[src/design/llqm_pkg.sv]
`timescale 1ns / 1ps
// Shared constants for the linked list queue manager.
// No dependencies; used by llqm_free_stack and linked_list_queue_manager.
package llqm_pkg;

	localparam int POOL_DEPTH = 64;
	localparam int IDX_W      = $clog2(POOL_DEPTH);
	localparam int CNT_W      = $clog2(POOL_DEPTH + 1);
	localparam int VAL_W      = 32;

	// operation codes carried on s_tuser
	localparam logic [1:0] MODE_ENQ = 2'd0;
	localparam logic [1:0] MODE_DEQ = 2'd1;
	localparam logic [1:0] MODE_INS = 2'd2;

	// status codes carried on m_tuser
	localparam logic [1:0] STAT_OK      = 2'd0;
	localparam logic [1:0] STAT_EMPTY   = 2'd1;
	localparam logic [1:0] STAT_FULL    = 2'd2;
	localparam logic [1:0] STAT_BADMARK = 2'd3;

endpackage

[src/design/llqm_free_stack.sv]
`timescale 1ns / 1ps
// Free node stack: synchronous memory with registered read.
// Entries never written read back as their own index. Depends on llqm_pkg.
module llqm_free_stack (
	input  logic                      clk,
	input  logic                      arst_n,
	input  logic                      rd_en,
	input  logic [llqm_pkg::IDX_W-1:0] rd_addr,
	output logic [llqm_pkg::IDX_W-1:0] rd_data,
	input  logic                      wr_en,
	input  logic [llqm_pkg::IDX_W-1:0] wr_addr,
	input  logic [llqm_pkg::IDX_W-1:0] wr_data
);

	logic [llqm_pkg::IDX_W-1:0] mem [llqm_pkg::POOL_DEPTH];
	logic [llqm_pkg::POOL_DEPTH-1:0] written_q;
	logic [llqm_pkg::IDX_W-1:0] mem_rd_s1;
	logic [llqm_pkg::IDX_W-1:0] addr_s1;
	logic                       hit_s1;

	always_ff @(posedge clk) begin
		if (wr_en) begin
			mem[wr_addr] <= wr_data;
		end
		if (rd_en) begin
			mem_rd_s1 <= mem[rd_addr];
		end
	end

	always_ff @(posedge clk or negedge arst_n) begin
		if (!arst_n) begin
			written_q <= '0;
			addr_s1   <= '0;
			hit_s1    <= 1'b0;
		end else begin
			if (wr_en) begin
				written_q[wr_addr] <= 1'b1;
			end
			if (rd_en) begin
				addr_s1 <= rd_addr;
				hit_s1  <= written_q[rd_addr];
			end
		end
	end

	// untouched entries still hold their reset content: their own index
	assign rd_data = hit_s1 ? mem_rd_s1 : addr_s1;

endmodule

[src/design/linked_list_queue_manager.sv]
`timescale 1ns / 1ps
// Linked list queue manager: a FIFO kept as a linked list in a pool of
// POOL_DEPTH nodes, with free nodes taken from a stack. Each input word is one
// operation selected by s_tuser (enqueue, dequeue, insert before a marker node)
// and yields exactly one result word with status, count and empty flag. One
// operation is in flight at a time: enqueue, dequeue, errors and no-ops make
// a read pass on the node, link and free stack memories, then a write pass;
// an insert into the middle of the list adds a second write pass, since the link
// memory has one write port and both the new node and the marker need a link
// written. Back pressure on the result side holds the operation until the output
// register frees up. No clearing pass is needed after reset. Depends on llqm_pkg
// and llqm_free_stack.
module linked_list_queue_manager (
	input  logic        clk,
	input  logic        arst_n,
	input  logic        s_tvalid,
	output logic        s_tready,
	input  logic [39:0] s_tdata,   // value[31:0], marker[37:32], zero pad
	input  logic [1:0]  s_tuser,   // mode[1:0]
	output logic        m_tvalid,
	input  logic        m_tready,
	output logic [47:0] m_tdata,   // result_value[31:0], node_index[37:32],
	                               // item_count[44:38], is_empty[45], zero pad
	output logic [1:0]  m_tuser    // status[1:0]
);

	typedef enum logic [1:0] {ST_IDLE, ST_EXEC, ST_LINK} state_t;

	localparam int IW = llqm_pkg::IDX_W;
	localparam int CW = llqm_pkg::CNT_W;
	localparam int VW = llqm_pkg::VAL_W;

	state_t state_q;

	logic [1:0]    mode_q;
	logic [VW-1:0] value_q;
	logic [IW-1:0] marker_q;
	logic [IW-1:0] node_q;

	logic [IW-1:0] front_q;
	logic [IW-1:0] back_q;
	logic [CW-1:0] count_q;
	logic [CW-1:0] top_q;
	logic [llqm_pkg::POOL_DEPTH-1:0] live_q;

	logic          out_valid_q;
	logic [VW-1:0] out_value_q;
	logic [IW-1:0] out_idx_q;
	logic [1:0]    out_stat_q;
	logic [CW-1:0] out_count_q;

	logic [VW-1:0] val_mem [llqm_pkg::POOL_DEPTH];
	logic [IW-1:0] link_mem [llqm_pkg::POOL_DEPTH];
	logic [VW-1:0] val_rd_s1;
	logic [IW-1:0] link_rd_s1;

	logic          accept;
	logic          out_free;
	logic [IW-1:0] in_marker;
	logic [IW-1:0] link_raddr;
	logic [CW-1:0] top_dec;
	logic [IW-1:0] new_node;

	logic          marker_live;
	logic          bad_mark;
	logic          is_mid;

	logic          val_we;
	logic          link_we;
	logic [IW-1:0] link_waddr;
	logic [IW-1:0] link_wdata;
	logic          fs_we;
	logic          live_set;
	logic          live_clr;
	logic          to_link;
	logic          finish;
	logic [IW-1:0] front_d;
	logic [IW-1:0] back_d;
	logic [CW-1:0] count_d;
	logic [CW-1:0] top_d;
	logic [1:0]    stat_d;
	logic [VW-1:0] res_val_d;
	logic [IW-1:0] res_idx_d;

	assign s_tready  = (state_q == ST_IDLE);
	assign accept    = s_tvalid && s_tready;
	assign out_free  = !out_valid_q || m_tready;
	assign in_marker = s_tdata[VW +: IW];
	assign link_raddr = (s_tuser == llqm_pkg::MODE_DEQ) ? front_q : in_marker;
	assign top_dec   = top_q - CW'(1);

	llqm_free_stack u_free_stack (
		.clk     (clk),
		.arst_n  (arst_n),
		.rd_en   (accept),
		.rd_addr (top_dec[IW-1:0]),
		.rd_data (new_node),
		.wr_en   (fs_we),
		.wr_addr (top_q[IW-1:0]),
		.wr_data (front_q)
	);

	// node value and toward-back link memories
	always_ff @(posedge clk) begin
		if (accept) begin
			val_rd_s1  <= val_mem[front_q];
			link_rd_s1 <= link_mem[link_raddr];
		end
		if (val_we) begin
			val_mem[new_node] <= value_q;
		end
		if (link_we) begin
			link_mem[link_waddr] <= link_wdata;
		end
	end

	assign marker_live = live_q[marker_q];
	assign bad_mark    = (count_q != '0) && !marker_live;
	assign is_mid      = (count_q != '0) && marker_live && (marker_q != back_q);

	always_comb begin
		val_we     = 1'b0;
		link_we    = 1'b0;
		link_waddr = back_q;
		link_wdata = new_node;
		fs_we      = 1'b0;
		live_set   = 1'b0;
		live_clr   = 1'b0;
		to_link    = 1'b0;
		finish     = 1'b0;
		front_d    = front_q;
		back_d     = back_q;
		count_d    = count_q;
		top_d      = top_q;
		stat_d     = llqm_pkg::STAT_OK;
		res_val_d  = '0;
		res_idx_d  = '0;
		if (state_q == ST_LINK) begin
			// second write pass of a middle insert: point the marker at the new node
			link_we    = out_free;
			link_waddr = marker_q;
			link_wdata = node_q;
			finish     = out_free;
			res_idx_d  = node_q;
		end else if (state_q == ST_EXEC && out_free) begin
			finish = 1'b1;
			case (mode_q)
				llqm_pkg::MODE_DEQ: begin
					if (count_q == '0) begin
						stat_d = llqm_pkg::STAT_EMPTY;
					end else begin
						res_val_d = val_rd_s1;
						fs_we     = 1'b1;
						live_clr  = 1'b1;
						top_d     = top_q + CW'(1);
						count_d   = count_q - CW'(1);
						if (count_q == CW'(1)) begin
							front_d = '0;
							back_d  = '0;
						end else begin
							front_d = link_rd_s1;
						end
					end
				end
				llqm_pkg::MODE_ENQ, llqm_pkg::MODE_INS: begin
					if (mode_q == llqm_pkg::MODE_INS && bad_mark) begin
						stat_d = llqm_pkg::STAT_BADMARK;
					end else if (top_q == '0) begin
						stat_d = llqm_pkg::STAT_FULL;
					end else begin
						val_we    = 1'b1;
						live_set  = 1'b1;
						top_d     = top_dec;
						count_d   = count_q + CW'(1);
						res_idx_d = new_node;
						if (mode_q == llqm_pkg::MODE_INS && is_mid) begin
							// new node takes over the marker's old back neighbor
							link_we    = 1'b1;
							link_waddr = new_node;
							link_wdata = link_rd_s1;
							to_link    = 1'b1;
							finish     = 1'b0;
						end else begin
							link_we = (count_q != '0);
							back_d  = new_node;
							if (count_q == '0) begin
								front_d = new_node;
							end
						end
					end
				end
				default: ;
			endcase
		end
	end

	always_ff @(posedge clk or negedge arst_n) begin
		if (!arst_n) begin
			state_q     <= ST_IDLE;
			mode_q      <= llqm_pkg::MODE_ENQ;
			value_q     <= '0;
			marker_q    <= '0;
			node_q      <= '0;
			front_q     <= '0;
			back_q      <= '0;
			count_q     <= '0;
			top_q       <= CW'(llqm_pkg::POOL_DEPTH);
			live_q      <= '0;
			out_valid_q <= 1'b0;
			out_value_q <= '0;
			out_idx_q   <= '0;
			out_stat_q  <= llqm_pkg::STAT_OK;
			out_count_q <= '0;
		end else begin
			front_q <= front_d;
			back_q  <= back_d;
			count_q <= count_d;
			top_q   <= top_d;
			if (live_set) begin
				live_q[new_node] <= 1'b1;
			end
			if (live_clr) begin
				live_q[front_q] <= 1'b0;
			end
			if (finish) begin
				out_valid_q <= 1'b1;
				out_value_q <= res_val_d;
				out_idx_q   <= res_idx_d;
				out_stat_q  <= stat_d;
				out_count_q <= count_d;
			end else if (m_tready) begin
				out_valid_q <= 1'b0;
			end
			case (state_q)
				ST_IDLE: begin
					if (accept) begin
						mode_q   <= s_tuser;
						value_q  <= s_tdata[VW-1:0];
						marker_q <= in_marker;
						state_q  <= ST_EXEC;
					end
				end
				ST_EXEC: begin
					if (to_link) begin
						node_q  <= new_node;
						state_q <= ST_LINK;
					end else if (finish) begin
						state_q <= ST_IDLE;
					end
				end
				ST_LINK: begin
					if (finish) begin
						state_q <= ST_IDLE;
					end
				end
				default: state_q <= ST_IDLE;
			endcase
		end
	end

	assign m_tvalid = out_valid_q;
	assign m_tuser  = out_stat_q;
	assign m_tdata  = {2'b00, (out_count_q == '0), out_count_q, out_idx_q, out_value_q};

endmodule

[config.mk]
export PLATFORM = sky130hd
export DESIGN_NAME = linked_list_queue_manager
export DESIGN_NICKNAME = d
export VERILOG_FILES = /design/src/design/llqm_pkg.sv /design/src/design/llqm_free_stack.sv /design/src/design/linked_list_queue_manager.sv
export SDC_FILE = /design/constraint.sdc
export NUM_CORES = 2
export LEC_CHECK = 0
export BUFFER_PORTS_ARGS = -buffer_cell sky130_fd_sc_hd__buf_2
export CORE_ASPECT_RATIO = 1.25
export CORE_UTILIZATION = 52
export DETAILED_ROUTE_END_ITERATION = 16
export PLACE_DENSITY = 0.68
export SLEW_MARGIN = 20
export SYNTH_ARGS = -nofsm -noshare
export SYNTH_HDL_FRONTEND = slang
export SYNTH_SLANG_ARGS = --single-unit
[constraint.sdc]
create_clock -name clk -period 8.2 [get_ports clk]
set_input_delay 0.41 -clock clk [delete_from_list [all_inputs] [get_ports clk]]
set_output_delay 0.41 -clock clk [all_outputs]
set_load 0.01 [all_outputs]
==> run metrics <==
status=complete, no violations; CTS tree=yes; Internal Power=32,430 uW; crit path max fanout=23; post-layout util=0.5916; Final nets=6,457; Max-cap violations=0; Ys Warns=0; clock power share=0.281; Inserted Clock Buffers=294; Critical path buffers and inverters=2; Simple-Gate Fraction of Synth Area=0.03031; Synth Area in XOR/XNOR=0.001282; I/O Buffers=93; PostCTS Resize Cnt=0; num rows=193; min Tclk post-route=6264 ps; crit path DAT=6820 ps; CTS root buffer=clkbuf_16; Total Neg Setup Slack=0 ps; Post-synth EDFFs=2,860; VDD IR-drop max=0.0002893 V; RSZ-0062 raised after global routing=false; Period Utilization, post-route=0.7639; logic gate share of total power=0.256; CP max stage delay=1240 ps; power per cell area=365.8 mW/mm^2; critical path class=reg2reg; final setup skew=55.62 ps; wire per inst=30.13 microns; DP HPWL=165,700 microns; Layout area overhead=12.94%; Die Height=530.3 microns; first-iteration detailed-routing DRC count=7,758; DR vias/cell=6.513; Max Freq=159.7 MHz; Clk pin slew, worst setup/hold paths=60 ps; CP delay by family, top=simple AND/OR/NAND/NOR gates; top cells by area, synth=edfxtp_1 74%, dfrtp_1 5.5%, mux4_2 4.8%; Top FF cell, synth=edfxtp_1; Sw Ratio=0.3240; Min-Delay Path Class=in2reg; Seq/Total Area, Yosys=0.7950; Synth Area in Compound Gates=0.1022; total number of vias=62,240; initial antenna violation count=15; Final Hold Fails=0; CP dominant cell by count=buf_4; Die X=424.7 microns; Critical Path, Cell by Cell=buf_4 -> mux4_1 -> nand2_1 -> a311o_1 -> o22ai_1 -> o21a_1 -> nand4_1 -> nor2_4 -> buf_4; Yosys cell types=72; Synth Area in Adders=0.0006465; worst-margin pin slew=1251 ps; largest net degree at the start of global routing=135; vias in the first global route=61,940; share of cells above drive strength 1=0.1841; Cells after Synth=6,170; DRT Pass-1 Iters=5; CP endpoint kind=flop; number of synthesized register bits=3,117; synthesized area=0.1161 sq mm; CTS max path bufs=4; starting density of the core=0.5238; CTS sink count=3,117; sequential share of power=0.463; Psw=15,540 uW; grt ovf=0; post-synth top area share=0.7396; global-route wire length before repair=421,400 microns; most common cell in the netlist=edfxtp_1; Die ar.=0.2252 sq mm; # IOs=98; total track usage=0.2535; cell taking the most area after synthesis=edfxtp_1; core box area=0.2217 sq mm; Leak Pwr=0.04161 uW; H-Tree Depth=5; final wirelength=288,000 microns; mux share of post-synthesis cell area=0.05712; Final Setup Violations=0; commonest cells in the netlist=2,860 x edfxtp_1, 638 x a22oi_1, 257 x clkbuf_1; Critical Path RT=8760 ps; asr flop ratio synth=0.08245; Routed Antenna Nets=0; worst skew pair latency=860 ps; GP Congestion=0.8471; Slowest cell on crit path=nor2_4; Slew Limit Fails=0; Mapped Avg Cell Area=18.82 sq um; Worst setup SP type=flop; largest family of logic cells by synthesized area=compound AO/OA/AOI/OAI gates; DRC=0; relative slew slack=0.1581
## timing repair
item | CTS | global route
hold endpoints to repair | 122 | 0
hold buffers | 43 | 0
buffers inserted | 0 | 0
## metal layers
metal | up-vias | wire (microns) | GRT usage
met5 | - | 90 | 0
met4 | 10 | 6609 | 0.06171
met3 | 443 | 26310 | 0.04564
met2 | 3047 | 140200 | 0.4109
met1 | 32400 | 114800 | 0.3590
li1 | 26340 | - | -
## flip-flops by register name (all words and copies together), names as in the netlist, 6 cells and up
signal / cells
link_mem: 384
out_count_q: 7
val_mem: 2048
out_value_q: 32
live_q: 64
front_q: 6
value_q: 32
val_rd_s1: 32
u_free_stack.mem_rd_s1: 6
u_free_stack.addr_s1: 6
u_free_stack.mem: 384
top_q: 7
count_q: 7
link_rd_s1: 6
back_q: 6
node_q: 6
marker_q: 6
u_free_stack.written_q: 64
out_idx_q: 6
## kinds of logic after synthesis
| kind of cell | Yosys count |
|---|---|
| AOI/OAI and AO/OA | 1573 |
| muxes | 346 |
| adders and majority gates | 6 |
| and+or+nand+nor | 712 |
| buffers and inverters | 398 |
| xor gates and xnor gates | 17 |
| other | 1 |
| DFF | 3117 |
## cell usage in the layout (no fill, tap or decap), types with 111 or more instances in the layout
| cell type | n |
|---|---|
| edfxtp_1 | 2860 |
| a22oi_1 | 638 |
| clkbuf_16 | 301 |
| mux4_2 | 246 |
| a22o_1 | 230 |
| dfrtp_1 | 224 |
| a221oi_1 | 203 |
| a31oi_1 | 203 |
| nor2_1 | 166 |
| buf_4 | 160 |
| nand2_1 | 117 |
| a21oi_1 | 111 |
## power groups by stage
stage / clock network (uW) / logic [uW] / registers (uW)
after global routing: 14200 / 13000 / 22300
after CTS: 13600 / 12200 / 22200
after global placement: 0 / 11900 / 22400
after floorplan: 0 / 6970 / 22300
final: 13500 / 12300 / 22200
after detailed placement: 0 / 12100 / 22500
## stage by stage
| step | instances | setup slack (ps) | power [uW] | instance area, sq um | hold slack [ps] |
|---|---|---|---|---|---|
| 2_1_floorplan | 6171 | 1717 | 29270 | 116100 | 114.4 |
| 3_3_place_gp | 8987 | 2108 | 34300 | 121100 | 444.8 |
| 3_5_place_dp | 8988 | 2062 | 34670 | 121100 | 448.2 |
| 4_1_cts | 9550 | 2020 | 48050 | 131000 | 7.710 |
| 5_1_grt | 9554 | 1787 | 49590 | 131100 | 84.02 |
| 6_report | 9557 | 1936 | 47980 | 131200 | 58.92 |
## worst register-to-register path, cell delays in order (launching register included)
cell and delay, ps:
dfrtp_1 1000, buf_4 400, mux4_1 370, nand2_1 90
a311o_1 460, o22ai_1 480, o21a_1 570, nand4_1 970
nor2_4 1250, buf_4 380
## cell type report
cell class | count | area [sq um]
flip-flops and latches | 3117 | 92390
inverters | 20 | 75.07
fillers | 15820 | 90530
diodes | 4 | 10.01
clock inverters | 148 | 1593
well taps | 2925 | 3660
clock buffers | 371 | 7875
multi-input cells | 2656 | 23040
repair buffers | 316 | 2507
## path summary, 6_finish.rpt
check / depth (start not counted) / slack [ps] / from / endpoint
min in group asynchronous: 2 / 170 / arst_n / u_free_stack.written_q[22]$_DFFE_PN0P_
worst min register to register: 1 / 460 / u_free_stack.written_q[4]$_DFFE_PN0P_ / u_free_stack.written_q[4]$_DFFE_PN0P_
worst max register to register: 9 / 1940 / marker_q[0]$_DFFE_PN0P_ / val_mem[4][20]$_DFFE_PP_
worst min-delay path: 3 / 60 / m_tready / m_tvalid$_DFFE_PN0P_
max in group asynchronous: 3 / 6650 / arst_n / top_q[0]$_DFFE_PN0P_
worst max-delay path: 9 / 1940 / marker_q[0]$_DFFE_PN0P_ / val_mem[4][20]$_DFFE_PP_
Note: power is estimated with default switching activity, not from simulation.
